===== config.mk =====
export PLATFORM = sky130hd
export DESIGN_NAME = seven_segment_scan_blink_unit
export DESIGN_NICKNAME = d
export VERILOG_FILES = /design/src/hdl/ssb_pkg.sv /design/src/hdl/ssb_timing.sv /design/src/hdl/ssb_decode.sv /design/src/hdl/ssb_out_buf.sv /design/src/hdl/seven_segment_scan_blink_unit.sv
export SDC_FILE = /design/constraint.sdc
export NUM_CORES = 1
export LEC_CHECK = 0
export BUFFER_PORTS_ARGS = -buffer_cell sky130_fd_sc_hd__buf_2
export CAP_MARGIN = 15
export CORE_MARGIN = 3
export CORE_UTILIZATION = 45
export CTS_CLUSTER_SIZE = 40
export DETAILED_ROUTE_END_ITERATION = 6
export HOLD_SLACK_MARGIN = 0.08
export PLACE_DENSITY = 0.72
export SETUP_SLACK_MARGIN = 0.15
export SYNTH_ARGS = -nofsm -noshare
export SYNTH_HDL_FRONTEND = slang
export SYNTH_SLANG_ARGS = --single-unit

===== constraint.sdc =====
create_clock -name clk -period 4.44 [get_ports clk]
set_clock_uncertainty 0.1 [all_clocks]
set_input_delay 0.444 -clock clk [delete_from_list [all_inputs] [get_ports clk]]
set_output_delay 0.444 -clock clk [all_outputs]
set_load 0.02 [all_outputs]

===== src/hdl/ssb_pkg.sv =====
package ssb_pkg;

    // Display geometry and field widths.
    localparam int NumDigits = 6;
    localparam int DigitW    = 4;
    localparam int SegW      = 8;
    localparam int TimeW     = 7;
    localparam int CountW    = 8;
    localparam int PosW      = 3;

    // Stream and register port widths.
    localparam int InDataW   = 40;
    localparam int OutDataW  = 16;
    localparam int AddrW     = 3;
    localparam int ApbDataW  = 32;

    // Decimal point position in the segment byte.
    localparam int SegDpBit  = 7;
    localparam logic [PosW-1:0] LastPos = PosW'(NumDigits - 1);

    // Reset values of the blink timing registers.
    localparam logic [TimeW-1:0] BlinkOnReset  = TimeW'(50);
    localparam logic [TimeW-1:0] BlinkOffReset = TimeW'(50);

    // Register select, taken from the word address.
    typedef enum logic [0:0] {
        REG_BLINK_ON  = 1'b0,
        REG_BLINK_OFF = 1'b1
    } reg_sel_t;

    // One refresh request.
    typedef struct packed {
        logic                              alarm_blink;
        logic [NumDigits-1:0]              blink_mask;
        logic [NumDigits-1:0]              point_mask;
        logic [NumDigits-1:0][DigitW-1:0]  digits;
    } item_t;

    // Scan and blink state as seen by the decoder.
    typedef struct packed {
        logic [PosW-1:0]   pos;
        logic              blank;
    } scan_state_t;

    // One result, segments in the lowest bits.
    typedef struct packed {
        logic                 alarm_led;
        logic [NumDigits-1:0] digit_enable;
        logic [SegW-1:0]      segments;
    } result_t;

    // Hex glyphs, bit 0 is segment a, bit 6 is segment g.
    function automatic logic [SegW-2:0] hex_glyph(input logic [DigitW-1:0] value);
        logic [SegW-2:0] glyph;
        case (value)
            4'h0:    glyph = 7'h3F;
            4'h1:    glyph = 7'h06;
            4'h2:    glyph = 7'h5B;
            4'h3:    glyph = 7'h4F;
            4'h4:    glyph = 7'h66;
            4'h5:    glyph = 7'h6D;
            4'h6:    glyph = 7'h7D;
            4'h7:    glyph = 7'h07;
            4'h8:    glyph = 7'h7F;
            4'h9:    glyph = 7'h6F;
            4'hA:    glyph = 7'h77;
            4'hB:    glyph = 7'h7C;
            4'hC:    glyph = 7'h58;
            4'hD:    glyph = 7'h5E;
            4'hE:    glyph = 7'h79;
            4'hF:    glyph = 7'h71;
            default: glyph = 7'h00;
        endcase
        return glyph;
    endfunction

endpackage


===== src/hdl/ssb_timing.sv =====
module ssb_timing
    import ssb_pkg::*;
(
    input  logic             clk,
    input  logic             rst_n,
    input  logic             advance,
    input  logic [TimeW-1:0] blink_on_time,
    input  logic [TimeW-1:0] blink_off_time,
    output scan_state_t      state
);

    logic [PosW-1:0]   pos_reg;
    logic [PosW-1:0]   pos_next;
    logic [CountW-1:0] count_reg;
    logic [CountW-1:0] count_next;
    logic              blank_reg;
    logic              blank_next;
    logic [CountW-1:0] count_inc;
    logic [CountW-1:0] period;

    // Blink counter: step, enter the blank phase at the on time, wrap at the period.
    always_comb
    begin
        count_inc  = count_reg + CountW'(1);
        period     = CountW'(blink_on_time) + CountW'(blink_off_time);
        count_next = count_inc;
        blank_next = blank_reg;
        if (count_inc == CountW'(blink_on_time))
        begin
            blank_next = 1'b1;
        end
        else if (count_inc >= period)
        begin
            blank_next = 1'b0;
            count_next = '0;
        end
    end

    // Scan position walks over the digits; an unused position returns to zero.
    always_comb
    begin
        if (pos_reg < LastPos)
        begin
            pos_next = pos_reg + PosW'(1);
        end
        else
        begin
            pos_next = '0;
        end
    end

    always_ff @(posedge clk or negedge rst_n)
    begin
        if (!rst_n)
        begin
            pos_reg   <= '0;
            count_reg <= '0;
            blank_reg <= 1'b0;
        end
        else if (advance)
        begin
            pos_reg   <= pos_next;
            count_reg <= count_next;
            blank_reg <= blank_next;
        end
    end

    // The decoder sees the phase after this tick's counter update.
    assign state.pos   = pos_reg;
    assign state.blank = blank_next;

endmodule


===== src/hdl/ssb_decode.sv =====
module ssb_decode
    import ssb_pkg::*;
(
    input  item_t       item,
    input  scan_state_t state,
    output result_t     result
);

    logic [SegW-1:0]      seg;
    logic [NumDigits-1:0] enable;
    logic                 alarm;

    // Segment pattern, decimal point and blanking for the scanned digit.
    always_comb
    begin
        seg    = '0;
        enable = '0;
        alarm  = 1'b0;
        if (state.pos <= LastPos)
        begin
            seg[SegW-2:0] = hex_glyph(item.digits[state.pos]);
            seg[SegDpBit] = item.point_mask[state.pos];
            if (item.blink_mask[state.pos] && state.blank)
            begin
                seg = '0;
            end
            enable = NumDigits'(1 << (LastPos - state.pos));
            alarm  = item.alarm_blink && state.blank;
        end
    end

    assign result.segments     = seg;
    assign result.digit_enable = enable;
    assign result.alarm_led    = alarm;

endmodule


===== src/hdl/ssb_out_buf.sv =====
module ssb_out_buf
    import ssb_pkg::*;
(
    input  logic    clk,
    input  logic    rst_n,
    input  logic    in_valid,
    output logic    in_ready,
    input  result_t in_data,
    output logic    out_valid,
    input  logic    out_ready,
    output result_t out_data
);

    logic    out_valid_reg;
    logic    out_valid_next;
    logic    skid_valid_reg;
    logic    skid_valid_next;
    result_t out_data_reg;
    result_t out_data_next;
    result_t skid_data_reg;
    result_t skid_data_next;
    logic    load_in;

    // The skid stage takes a request while the output register is stalled.
    assign in_ready = !skid_valid_reg;
    assign load_in  = in_valid && in_ready;

    always_comb
    begin
        out_valid_next  = out_valid_reg;
        skid_valid_next = skid_valid_reg;
        out_data_next   = out_data_reg;
        skid_data_next  = skid_data_reg;
        if (out_ready || !out_valid_reg)
        begin
            if (skid_valid_reg)
            begin
                out_valid_next  = 1'b1;
                out_data_next   = skid_data_reg;
                skid_valid_next = 1'b0;
            end
            else if (load_in)
            begin
                out_valid_next = 1'b1;
                out_data_next  = in_data;
            end
            else
            begin
                out_valid_next = 1'b0;
            end
        end
        else if (load_in)
        begin
            skid_valid_next = 1'b1;
            skid_data_next  = in_data;
        end
    end

    always_ff @(posedge clk or negedge rst_n)
    begin
        if (!rst_n)
        begin
            out_valid_reg  <= 1'b0;
            skid_valid_reg <= 1'b0;
        end
        else
        begin
            out_valid_reg  <= out_valid_next;
            skid_valid_reg <= skid_valid_next;
        end
    end

    // Payload registers carry no reset.
    always_ff @(posedge clk)
    begin
        out_data_reg  <= out_data_next;
        skid_data_reg <= skid_data_next;
    end

    assign out_valid = out_valid_reg;
    assign out_data  = out_data_reg;

endmodule


===== src/hdl/seven_segment_scan_blink_unit.sv =====
// Six-digit multiplexed seven-segment driver with blinking.
// Each request on the slave stream is one refresh tick carrying the six hex
// digits, the decimal-point mask, the blink mask and the alarm-blink flag.
// Each tick yields one result on the master stream: the segment byte of the
// scanned digit, its one-hot digit enable and the alarm LED drive.
// Blink on and off times are written over the APB port at byte addresses
// 0 and 4; write them only while no tick is in flight.
// A result is registered from the decode of its accepted request, and a new
// request can be taken every cycle while the receiver keeps up: one tick per
// clock, set by the single decode stage feeding the result register.
// When the receiver stalls, one further request is held in a skid register
// and s_tready then drops until the output drains.
// Reset clears the scan position, the blink counter and the blank phase,
// empties the output stage and loads both blink times with 50.

module seven_segment_scan_blink_unit
    import ssb_pkg::*;
(
    input  logic                clk,
    input  logic                rst_n,
    // Slave stream. s_tdata from bit 0: digit0..digit5 (4 bits each),
    // point_mask (6), blink_mask (6), alarm_blink (1), zero padding (3).
    input  logic                s_tvalid,
    output logic                s_tready,
    input  logic [InDataW-1:0]  s_tdata,
    // Master stream. m_tdata from bit 0: segments (8), digit_enable (6),
    // alarm_led (1), zero padding (1).
    output logic                m_tvalid,
    input  logic                m_tready,
    output logic [OutDataW-1:0] m_tdata,
    // Configuration port.
    input  logic                psel,
    input  logic                penable,
    input  logic                pwrite,
    input  logic [AddrW-1:0]    paddr,
    input  logic [ApbDataW-1:0] pwdata,
    output logic [ApbDataW-1:0] prdata,
    output logic                pready
);

    logic [TimeW-1:0] blink_on_reg;
    logic [TimeW-1:0] blink_off_reg;
    logic             cfg_write;
    reg_sel_t         reg_sel;
    item_t            item;
    scan_state_t      scan_state;
    result_t          result;
    result_t          out_data;
    logic             accept;

    // Configuration registers, selected by the word address.
    assign pready    = 1'b1;
    assign cfg_write = psel && penable && pwrite && pready;
    assign reg_sel   = reg_sel_t'(paddr[2]);

    always_ff @(posedge clk or negedge rst_n)
    begin
        if (!rst_n)
        begin
            blink_on_reg  <= BlinkOnReset;
            blink_off_reg <= BlinkOffReset;
        end
        else if (cfg_write)
        begin
            case (reg_sel)
                REG_BLINK_ON:  blink_on_reg  <= pwdata[TimeW-1:0];
                REG_BLINK_OFF: blink_off_reg <= pwdata[TimeW-1:0];
                default:       blink_on_reg  <= blink_on_reg;
            endcase
        end
    end

    always_comb
    begin
        case (reg_sel)
            REG_BLINK_ON:  prdata = ApbDataW'(blink_on_reg);
            REG_BLINK_OFF: prdata = ApbDataW'(blink_off_reg);
            default:       prdata = '0;
        endcase
    end

    // Unpack the request.
    always_comb
    begin
        for (int i = 0; i < NumDigits; i++)
        begin
            item.digits[i] = s_tdata[i*DigitW +: DigitW];
        end
        item.point_mask  = s_tdata[NumDigits*DigitW +: NumDigits];
        item.blink_mask  = s_tdata[NumDigits*DigitW + NumDigits +: NumDigits];
        item.alarm_blink = s_tdata[NumDigits*DigitW + 2*NumDigits];
    end

    assign accept = s_tvalid && s_tready;

    ssb_timing u_timing (
        .clk            (clk),
        .rst_n          (rst_n),
        .advance        (accept),
        .blink_on_time  (blink_on_reg),
        .blink_off_time (blink_off_reg),
        .state          (scan_state)
    );

    ssb_decode u_decode (
        .item   (item),
        .state  (scan_state),
        .result (result)
    );

    ssb_out_buf u_out_buf (
        .clk       (clk),
        .rst_n     (rst_n),
        .in_valid  (s_tvalid),
        .in_ready  (s_tready),
        .in_data   (result),
        .out_valid (m_tvalid),
        .out_ready (m_tready),
        .out_data  (out_data)
    );

    assign m_tdata = {1'b0, out_data};

    // At most one digit driver is on in any result.
    assert property (@(posedge clk) disable iff (!rst_n)
        m_tvalid |-> $onehot0(m_tdata[SegW +: NumDigits]))
        else $error("digit enable is not one-hot");

    // The scan position never leaves the six digit positions.
    assert property (@(posedge clk) disable iff (!rst_n)
        scan_state.pos <= LastPos)
        else $error("scan position out of range");

    // A request held in the skid stage implies a stalled output.
    assert property (@(posedge clk) disable iff (!rst_n)
        !s_tready |-> m_tvalid && !$past(m_tready))
        else $error("skid stage full without a stalled output");

    // An accepted tick below the last position advances the scan position by one.
    assert property (@(posedge clk) disable iff (!rst_n)
        accept && scan_state.pos != LastPos |=>
            scan_state.pos == $past(scan_state.pos) + PosW'(1))
        else $error("scan position did not advance");

endmodule

==> results.cfg, run 1 <==
[cells_and_area]
final_cell_count_no_fill = 574
regArea_sq_um = 1610
area_growth_pct = 14.4
fill_cells = 781
drive_gt1_share_pct = 31.1
diodes = 0
nets = 571
multiInputGateArea_sq_um = 2180

[routing]
wl_mm = 8.61
vias = 3060
drt_iter0_drc = 82
route.antenna.remaining_nets = 0
first_pass_iters = 4
wl_per_cell_um = 15.0
viasPerCell = 5.33
drcViolationCount = 0

[clock_network]
numCtsBuffers = 9
cts_setup_buffers = 0
clock_latency_ns = 0.35
ctsResizeCount = 0
ctsLongestPathBuffers = 2
cts_root_buf = clkbuf_8
clock-sinks = 58
ctsHoldBuffers = 1
cts_tree = built
clkTransAtPathRegs_ns = 0.07
htreeDepth = 3

[sta]
period_share_pct = 86.4
rsz0062_at_grt = no
finalSetupViolations = 0
min_period_ns = 3.83
final.setup.tns_ns = 0
finalHoldViolCount = 0
tightest_slew_ns = 0.870
fmax_mhz = 261
final_max_slew_viol_count = 0
relSlewSlack_pct = 41.6

[grt]
grt_pass1_vias = 3003
grt_antenna_before_repair = 0
overflow = 0
grt_pass1_wl_mm = 14.1
track_usage_pct = 17.4
grt_max_degree = 29

[status]
outcome = finished, final reports clean

[synthesis]
async_reset_ff_share_pct = 48.3
synthFlopType = edfxtp_1
synth_edf_count = 30
netlist_area_sq_um = 4060
syn_inst = 386
yosysTopAreaCellShare_pct = 22.2
avgSynthCellArea_sq_um = 10.5
synth.distinct_cells = 65
ys_ff_latch = 58
ys_top_cells_by_area = edfxtp_1 22%, dfrtp_1 14%, ha_1 8.3%
synth_area_leader_cell = edfxtp_1
yosysWarnings = 0
ys_seq_area_share_pct = 39.7

[die]
ioPinCount = 133
die_w_um = 101
core_area_sq_um = 8720
initial_core_util_pct = 46.5
rows = 34
dieArea_sq_um = 10200
die_h_um = 101

[pwr]
p_leak_nw = 2.07
power_density_nw_per_um2 = 660
vdd_drop_max_mv = 0.367

[setup_path]
endpoint_kind = register
cp_max_fo = 12
crit_arrival_ns = 3.81
worstPathRequired_ns = 4.42
crit_type = register to register
start_kind = register

[worst_hold_path]
hp-class = input port to register

[placed_design]
place.port_buffers = 75
place_hpwl_mm = 6.51
gp_congestion = 0.866
dp_cells = 557

[job]
max-cap-violations = 0
-- Yosys cell counts, types with 2 or more instances --
library cell / count
ha_1: 27
a211oi_1: 3
conb_1: 2
buf_4: 27
nand2b_1: 5
o21ai_0: 11
o21ai_1: 6
mux2i_1: 16
nand2_1: 39
nor2b_1: 3
clkbuf_1: 6
edfxtp_1: 30
buf_2: 3
dfrtp_1: 22
o221ai_1: 2
and2_1: 6
nand3_1: 9
nor2_1: 22
a21oi_1: 17
xor2_1: 4
o31ai_1: 5
buf_6: 3
nand4_1: 2
nor3_1: 4
xnor2_1: 9
o22ai_1: 7
dfstp_2: 6
nand3b_1: 2
o31ai_2: 3
mux2_2: 27
mux4_2: 3
inv_1: 20
o21bai_1: 3
-- final cells by class --
class | count | area share [%]
timing repair buffer | 79 | 8.79
tap | 108 | 2.91
clock buffer | 9 | 2.67
multi-input combinational | 292 | 47.1
inverter | 21 | 1.70
clock inverter | 7 | 2.21
sequential | 58 | 34.7
-- cell families (layout without fill, tap and decap cells) --
logic type	after synthesis	after routing	synth area share, %
simple gates	101	101	12.0
compound gates	76	76	14.0
buf+inv	61	116	8.79
flops	58	58	39.7
mux	46	46	13.1
fa+ha+maj	28	28	8.82
xor+xnor	14	14	3.36
other cells	2	27	0.185
-- cell usage in the layout (no fill, tap or decap), types with 7 or more instances in the layout --
cell type / n
nor2_1: 22
inv_1: 20
nand3_1: 9
conb_1: 27
ha_1: 27
mux2i_1: 16
nand2_1: 39
xnor2_1: 9
dfrtp_1: 22
a21oi_1: 17
edfxtp_1: 30
buf_2: 75
o21ai_0: 11
clkbuf_8: 9
mux2_2: 27
o22ai_1: 7
-- stage by stage --
stage / util, % / setup slack (ns) / total power [mW] / cell area, sq um / hold WS, ns
5_1_grt: 53.2 / 0.310 / 3.29 / 4640 / 0.234
6_report: 53.2 / 0.605 / 3.06 / 4640 / 0.237
3_5_place_dp: 50.5 / 0.654 / 2.49 / 4410 / 0.409
2_1_floorplan: - / 1.11 / 2.15 / 4150 / 0.0484
3_3_place_gp: 50.5 / 0.737 / 2.42 / 4410 / 0.403
4_1_cts: 53.2 / 0.619 / 3.07 / 4640 / 0.223
-- per-layer routing --
layer | global-route usage [%] | vias up | wire length (um)
li1 | - | 1491 | -
met1 | 20.9 | 1475 | 3630
met2 | 31.2 | 82 | 4420
met3 | 3.60 | 12 | 444
met4 | 5.52 | 0 | 115
met5 | 0 | - | 0
-- power breakdown --
group / switching [mW] / internal, mW / leakage, nW / total, mW
registers: 0.143 / 0.782 / 0.621 / 0.924
logic: 0.913 / 0.667 / 1.34 / 1.58
clock network: 0.238 / 0.320 / 0.110 / 0.558
-- worst paths after layout --
| kind | from | cells after the start | slack, ns | to |
|---|---|---|---|---|
| worst max-delay path | blink_on_reg[0]$_DFFE_PN0P_ | 16 | 0.61 | u_out_buf.out_data[1]$_DFFE_PP_ |
| worst min-delay path | pwdata[5] | 2 | 0.24 | blink_on_reg[5]$_DFFE_PN1P_ |
| worst max register to register | blink_on_reg[0]$_DFFE_PN0P_ | 16 | 0.61 | u_out_buf.out_data[1]$_DFFE_PP_ |
| worst min register to register | u_out_buf.skid_data_reg[14]$_DFFE_PP_ | 2 | 0.43 | u_out_buf.out_data[14]$_DFFE_PP_ |
| max in group asynchronous | rst_n | 2 | 3.26 | blink_on_reg[0]$_DFFE_PN0P_ |
| min in group asynchronous | rst_n | 2 | 0.55 | u_timing.count_reg[4]$_DFFE_PN0P_ |
-- worst max-delay path, cell delays in order, from the launching register on --
cell      delay [ns]
dfrtp_1         0.43
ha_1            0.24
fa_1            0.42
a21oi_1         0.16
nor2_1          0.05
nor2_1          0.16
o21bai_1        0.09
a21oi_1         0.17
xor2_1          0.18
ha_1            0.25
nand2_1         0.08
o21ai_0         0.14
a41oi_1         0.26
buf_4           0.18
a21oi_1         0.10
a22oi_4         0.42
o31ai_1         0.12
Note: power is estimated with default switching activity, not from simulation.
==> run 2, diff against run 1 <==
- CORE_UTILIZATION: 45 -> 36
- PLACE_DENSITY: 0.72 -> default
==> run 2 against run 1 <==
  * Final cell count rose by 5.6%
  * Power is 3.6% higher
  * Sequential share of layout area decreased by 0.73 points
  * Largest power group unchanged
==> results.cfg, run 2 (same netlist as run 1, synthesis figures left out) <==
[setup_path]
worstPathRequired_ns = 4.38
r2r_slack_ns = 0.67
crit_type = register to register
cp_max_fo = 12
crit_arrival_ns = 3.71
start_kind = register
endpoint_kind = register
reg2reg_depth = 15
r2r_start = blink_on_reg[1]$_DFFE_PN1P_
timing.rr.end = u_out_buf.out_data[1]$_DFFE_PP_

[die]
initial_core_util_pct = 37.1
die_h_um = 112
rows = 38
dieArea_sq_um = 12600
core_area_sq_um = 10900
ioPinCount = 133
die_w_um = 112

[clock_network]
htreeDepth = 3
cts_tree = built
numCtsBuffers = 9
clkTransAtPathRegs_ns = 0.05
clock-sinks = 58
clock_latency_ns = 0.32
ctsLongestPathBuffers = 2
cts_root_buf = clkbuf_16

[pwr]
vdd_drop_max_mv = 0.235
total_power_mw = 3.17
p_leak_nw = 2.09
power_density_nw_per_um2 = 669

[sta]
min_period_ns = 3.77
period_share_pct = 84.9
finalSetupViolations = 0
final.setup.tns_ns = 0
rsz0062_at_grt = no
tightest_slew_ns = 0.831
final_max_slew_viol_count = 0
relSlewSlack_pct = 44.2
finalHoldViolCount = 0
fmax_mhz = 265

[placed_design]
place.port_buffers = 75
dp_cells = 588
place_hpwl_mm = 6.60
gp_congestion = 0.801

[routing]
route.antenna.remaining_nets = 0
first_pass_iters = 4
wl_per_cell_um = 14.2
wl_mm = 8.63
vias = 3053
drcViolationCount = 0
viasPerCell = 5.04
drt_iter0_drc = 130

[cells_and_area]
drive_gt1_share_pct = 30.5
area_growth_pct = 16.9
diodes = 0
fill_cells = 1074
nets = 571
final_cell_mix = 75 x buf_2, 39 x nand2_1, 30 x edfxtp_1
final_common_cell = buf_2
final_cell_count_no_fill = 606

[status]
outcome = finished, final reports clean

[grt]
grt_pass1_wl_mm = 14.3
track_usage_pct = 13.9
grt_antenna_before_repair = 0
grt_max_degree = 29
grt_pass1_vias = 2945
overflow = 0

[job]
max-cap-violations = 0

[worst_hold_path]
hold-path-endpoint = blink_off_reg[2]$_DFFE_PN0P_
hp-class = input port to register
min_path_cells = 2
min_from = pwdata[2]
[run 2: changes by cell type in the layout (fill, tap and decap cells not counted), sizes merged]
cell	before	now
bufinv	2	1
clkbuf	9	10
clkinvlp	1	2
inv	22	21
[run 2: cell type report]
cell class	instances	area [sq um]	area share, %
Multi-Input combinational cell	292	2180	46.1
Tap cell	140	175	3.69
Clock inverter	6	57.6	1.21
Sequential cell	58	1610	33.9
Clock buffer	10	229	4.83
Timing Repair Buffer	79	408	8.60
Inverter	21	78.8	1.66
[run 2: worst max path at each step]
stage	startpoint	endpoint	slack (ns)	depth (start not counted)
2_1_floorplan	blink_on_reg[0]$_DFFE_PN0P_	u_out_buf.out_data[4]$_DFFE_PP_	1.11	16
3_3_place_gp	blink_on_reg[0]$_DFFE_PN0P_	u_out_buf.out_data[3]$_DFFE_PP_	0.76	16
3_5_place_dp	blink_on_reg[1]$_DFFE_PN1P_	u_out_buf.out_data[1]$_DFFE_PP_	0.64	15
4_1_cts	blink_on_reg[1]$_DFFE_PN1P_	u_out_buf.out_data[1]$_DFFE_PP_	0.62	15
5_1_grt	blink_on_reg[1]$_DFFE_PN1P_	u_out_buf.out_data[1]$_DFFE_PP_	0.36	15
6_report	blink_on_reg[1]$_DFFE_PN1P_	u_out_buf.out_data[1]$_DFFE_PP_	0.67	15
[run 2: critical path: stages (launching register included)]
cell	delay (ns)
dfstp_2	0.59
ha_1	0.25
a21o_1	0.16
a21oi_1	0.22
o21bai_1	0.10
a21oi_1	0.24
o21bai_1	0.10
a21oi_1	0.16
ha_1	0.26
a21oi_1	0.12
o21ai_0	0.12
a41oi_1	0.22
buf_4	0.18
a21oi_1	0.09
a22oi_4	0.42
o31ai_1	0.14
[run 2: power by group]
group | leakage [nW] | switching [mW] | internal [mW]
logic | 1.34 | 0.900 | 0.665
clock network | 0.134 | 0.240 | 0.429
registers | 0.621 | 0.155 | 0.783
total | 2.09 | 1.29 | 1.88
[run 2: per-layer routing]
metal  routed length, um  GRT usage, %  part of all wire (%)
met1                3840          18.0                    45
met2                4300          23.3                    50
met3                 368          2.96                   4.3
met4                 116          4.49                   1.3
met5                   0             0                     0
[run 2: stage by stage]
step                util, %  instance area, sq um  hold slack [ns]  setup WS (ns)
global placement       40.6                  4440            0.409          0.763
CTS                    43.3                  4730            0.260          0.621
finish                 43.4                  4740            0.269          0.671
floorplan                 -                  4150           0.0484           1.11
global route           43.4                  4740            0.265          0.361
detailed placement     40.6                  4440            0.418          0.644
[run 2: what timing repair did]
item                                    in CTS  in global routing
gates resized for setup                      0                  0
hold buffers                                 1                  0
hold endpoints to repair                    13                  0
endpoints found under the setup margin       0                  0
setup buffers                                0                  0
==> run 3, diff against run 2 <==
- clock period: 4.44 -> 3.8 ns (I/O delays scaled with it)
==> run 3 against run 2 <==
  * Clock-buffer cell count did not move
  * Worst setup slack got worse by 0.27 ns
  * Power is 22% higher
  * Final cell count increased by 0.66%
  * Core utilization grew 1.2 points
  * Global-route usage decreased by 0.22 points
  * Critical path depth is the same
  * Largest cell class unchanged
==> results.cfg, run 3 (same netlist as run 1, synthesis figures left out) <==
[setup_path]
r2r_slack_ns = 0.40
start_kind = register
critPathCapture = u_out_buf.out_data[3]$_DFFE_PP_
critPathLaunch = blink_on_reg[1]$_DFFE_PN1P_
cpMostUsedCell = a21oi_1
path_delay_family = compound AO/OA/AOI/OAI gates
r2r_start = blink_on_reg[1]$_DFFE_PN1P_
reg2reg_depth = 15
path_depth = 15
endpoint_kind = register
slowest_delay_ns = 0.59
crit_type = register to register
timing.rr.end = u_out_buf.out_data[3]$_DFFE_PP_
crit_arrival_ns = 3.37
cp_max_fo = 12
worstPathRequired_ns = 3.77
path_buf_inv = 1
crit_slowest_cell = dfstp_2
path_cells = ha_1 -> a21o_1 -> a21oi_2 -> o21bai_1 -> a21oi_1 -> o21bai_1 -> a21oi_1 -> ha_1 -> a21oi_1 -> o21ai_1 -> a41oi_2 -> a21oi_2 -> a22oi_4 -> buf_12 -> o31ai_1

[placed_design]
place.port_buffers = 75
dp_slack_ns = 0.191
dp_cells = 592
gp_congestion = 0.831
place_hpwl_mm = 6.48

[sta]
fmax_mhz = 294
period_share_pct = 89.4
relSlewSlack_pct = 40.1
hold_slack_ns = 0.198
tightest_slew_ns = 0.892
final_max_slew_viol_count = 0
finalSetupViolations = 0
final.setup.tns_ns = 0
finalHoldViolCount = 0
setup_slack_ns = 0.402
min_period_ns = 3.40
rsz0062_at_grt = no

[cells_and_area]
drive_gt1_share_pct = 33.2
final_common_cell = buf_2
area_growth_pct = 20.0
fill_cells = 1028
multiInputGateArea_sq_um = 2230
final_cell_mix = 75 x buf_2, 39 x nand2_1, 30 x edfxtp_1
nets = 575
final_cell_count_no_fill = 610
regArea_sq_um = 1610
utilization_pct = 44.5
diodes = 0

[grt]
grt_pass1_vias = 2930
grt_antenna_before_repair = 0
grt_pass1_wl_mm = 14.0
grt_max_degree = 29
overflow = 0
track_usage_pct = 13.7

[clock_network]
cts_tree = built
ctsLongestPathBuffers = 2
clock-sinks = 58
clkTransAtPathRegs_ns = 0.05
htreeDepth = 3
numCtsBuffers = 9
cts_root_buf = clkbuf_16
clock_latency_ns = 0.33

[die]
die_h_um = 112
dieArea_sq_um = 12600
core_area_sq_um = 10900
die_w_um = 112
rows = 38
ioPinCount = 133
initial_core_util_pct = 37.1

[routing]
route.antenna.remaining_nets = 0
wl_per_cell_um = 13.9
vias = 3004
drt_iter0_drc = 156
first_pass_iters = 4
wl_mm = 8.50
drcViolationCount = 0
viasPerCell = 4.92

[job]
max-cap-violations = 0

[pwr]
vdd_drop_max_mv = 0.341
power_density_nw_per_um2 = 796
p_leak_nw = 2.15

[worst_hold_path]
min_path_cells = 2
hp-class = input port to register

[status]
outcome = finished, final reports clean
[run 3: cell types whose count changed in the layout (fill, tap and decap cells not counted), sizes merged]
cell	previous run	this run
bufinv	1	2
buf	78	82
clkinvlp	2	1
[run 3: how the worst min path moves through the flow]
stage / from / endpoint / slack [ns]
2_1_floorplan: rst_n / blink_off_reg[0]$_DFFE_PN0P_ / -0.02
3_3_place_gp: rst_n / blink_off_reg[6]$_DFFE_PN0P_ / 0.35
3_5_place_dp: rst_n / blink_off_reg[6]$_DFFE_PN0P_ / 0.36
4_1_cts: pwdata[6] / blink_off_reg[6]$_DFFE_PN0P_ / 0.19
5_1_grt: pwdata[6] / blink_off_reg[6]$_DFFE_PN0P_ / 0.20
6_report: pwdata[1] / blink_off_reg[1]$_DFFE_PN1P_ / 0.20
[run 3: through the flow]
step | power [mW] | instance area [sq um]
floorplan | 2.51 | 4150
global placement | 2.88 | 4480
detailed placement | 2.93 | 4480
CTS | 3.85 | 4820
global route | 4.18 | 4870
finish | 3.88 | 4870
[run 3: what timing repair did]
| action | 4_1_cts | 5_1_grt |
|---|---|---|
| endpoints found under the hold margin | 22 | 0 |
| hold buffers | 1 | 0 |
| setup buffers | 0 | 0 |
| gates resized for setup | 0 | 9 |
| endpoints found under the setup margin | 0 | 17 |
[run 3: final cells by class]
class / count / share of cell area [%]
clock buffer: 10 / 4.91
tap: 140 / 3.60
clock inverter: 6 / 1.85
timing repair buffer: 83 / 9.25
multi-input combinational: 292 / 45.7
sequential: 58 / 33.1
inverter: 21 / 1.62
[run 3: power breakdown]
part / switching, mW / total [mW] / internal (mW)
Combinational: 1.09 / 1.92 / 0.830
Clock: 0.296 / 0.888 / 0.592
Sequential: 0.156 / 1.07 / 0.914
[run 3: routing by layer]
layer  GRT usage [%]  up-vias  wire length (um)
met2            23.3       71              4260
met5               0        -                 0
met4            5.13        0               131
met3            2.91       12               384
li1                -     1501                 -
met1            17.1     1420              3720
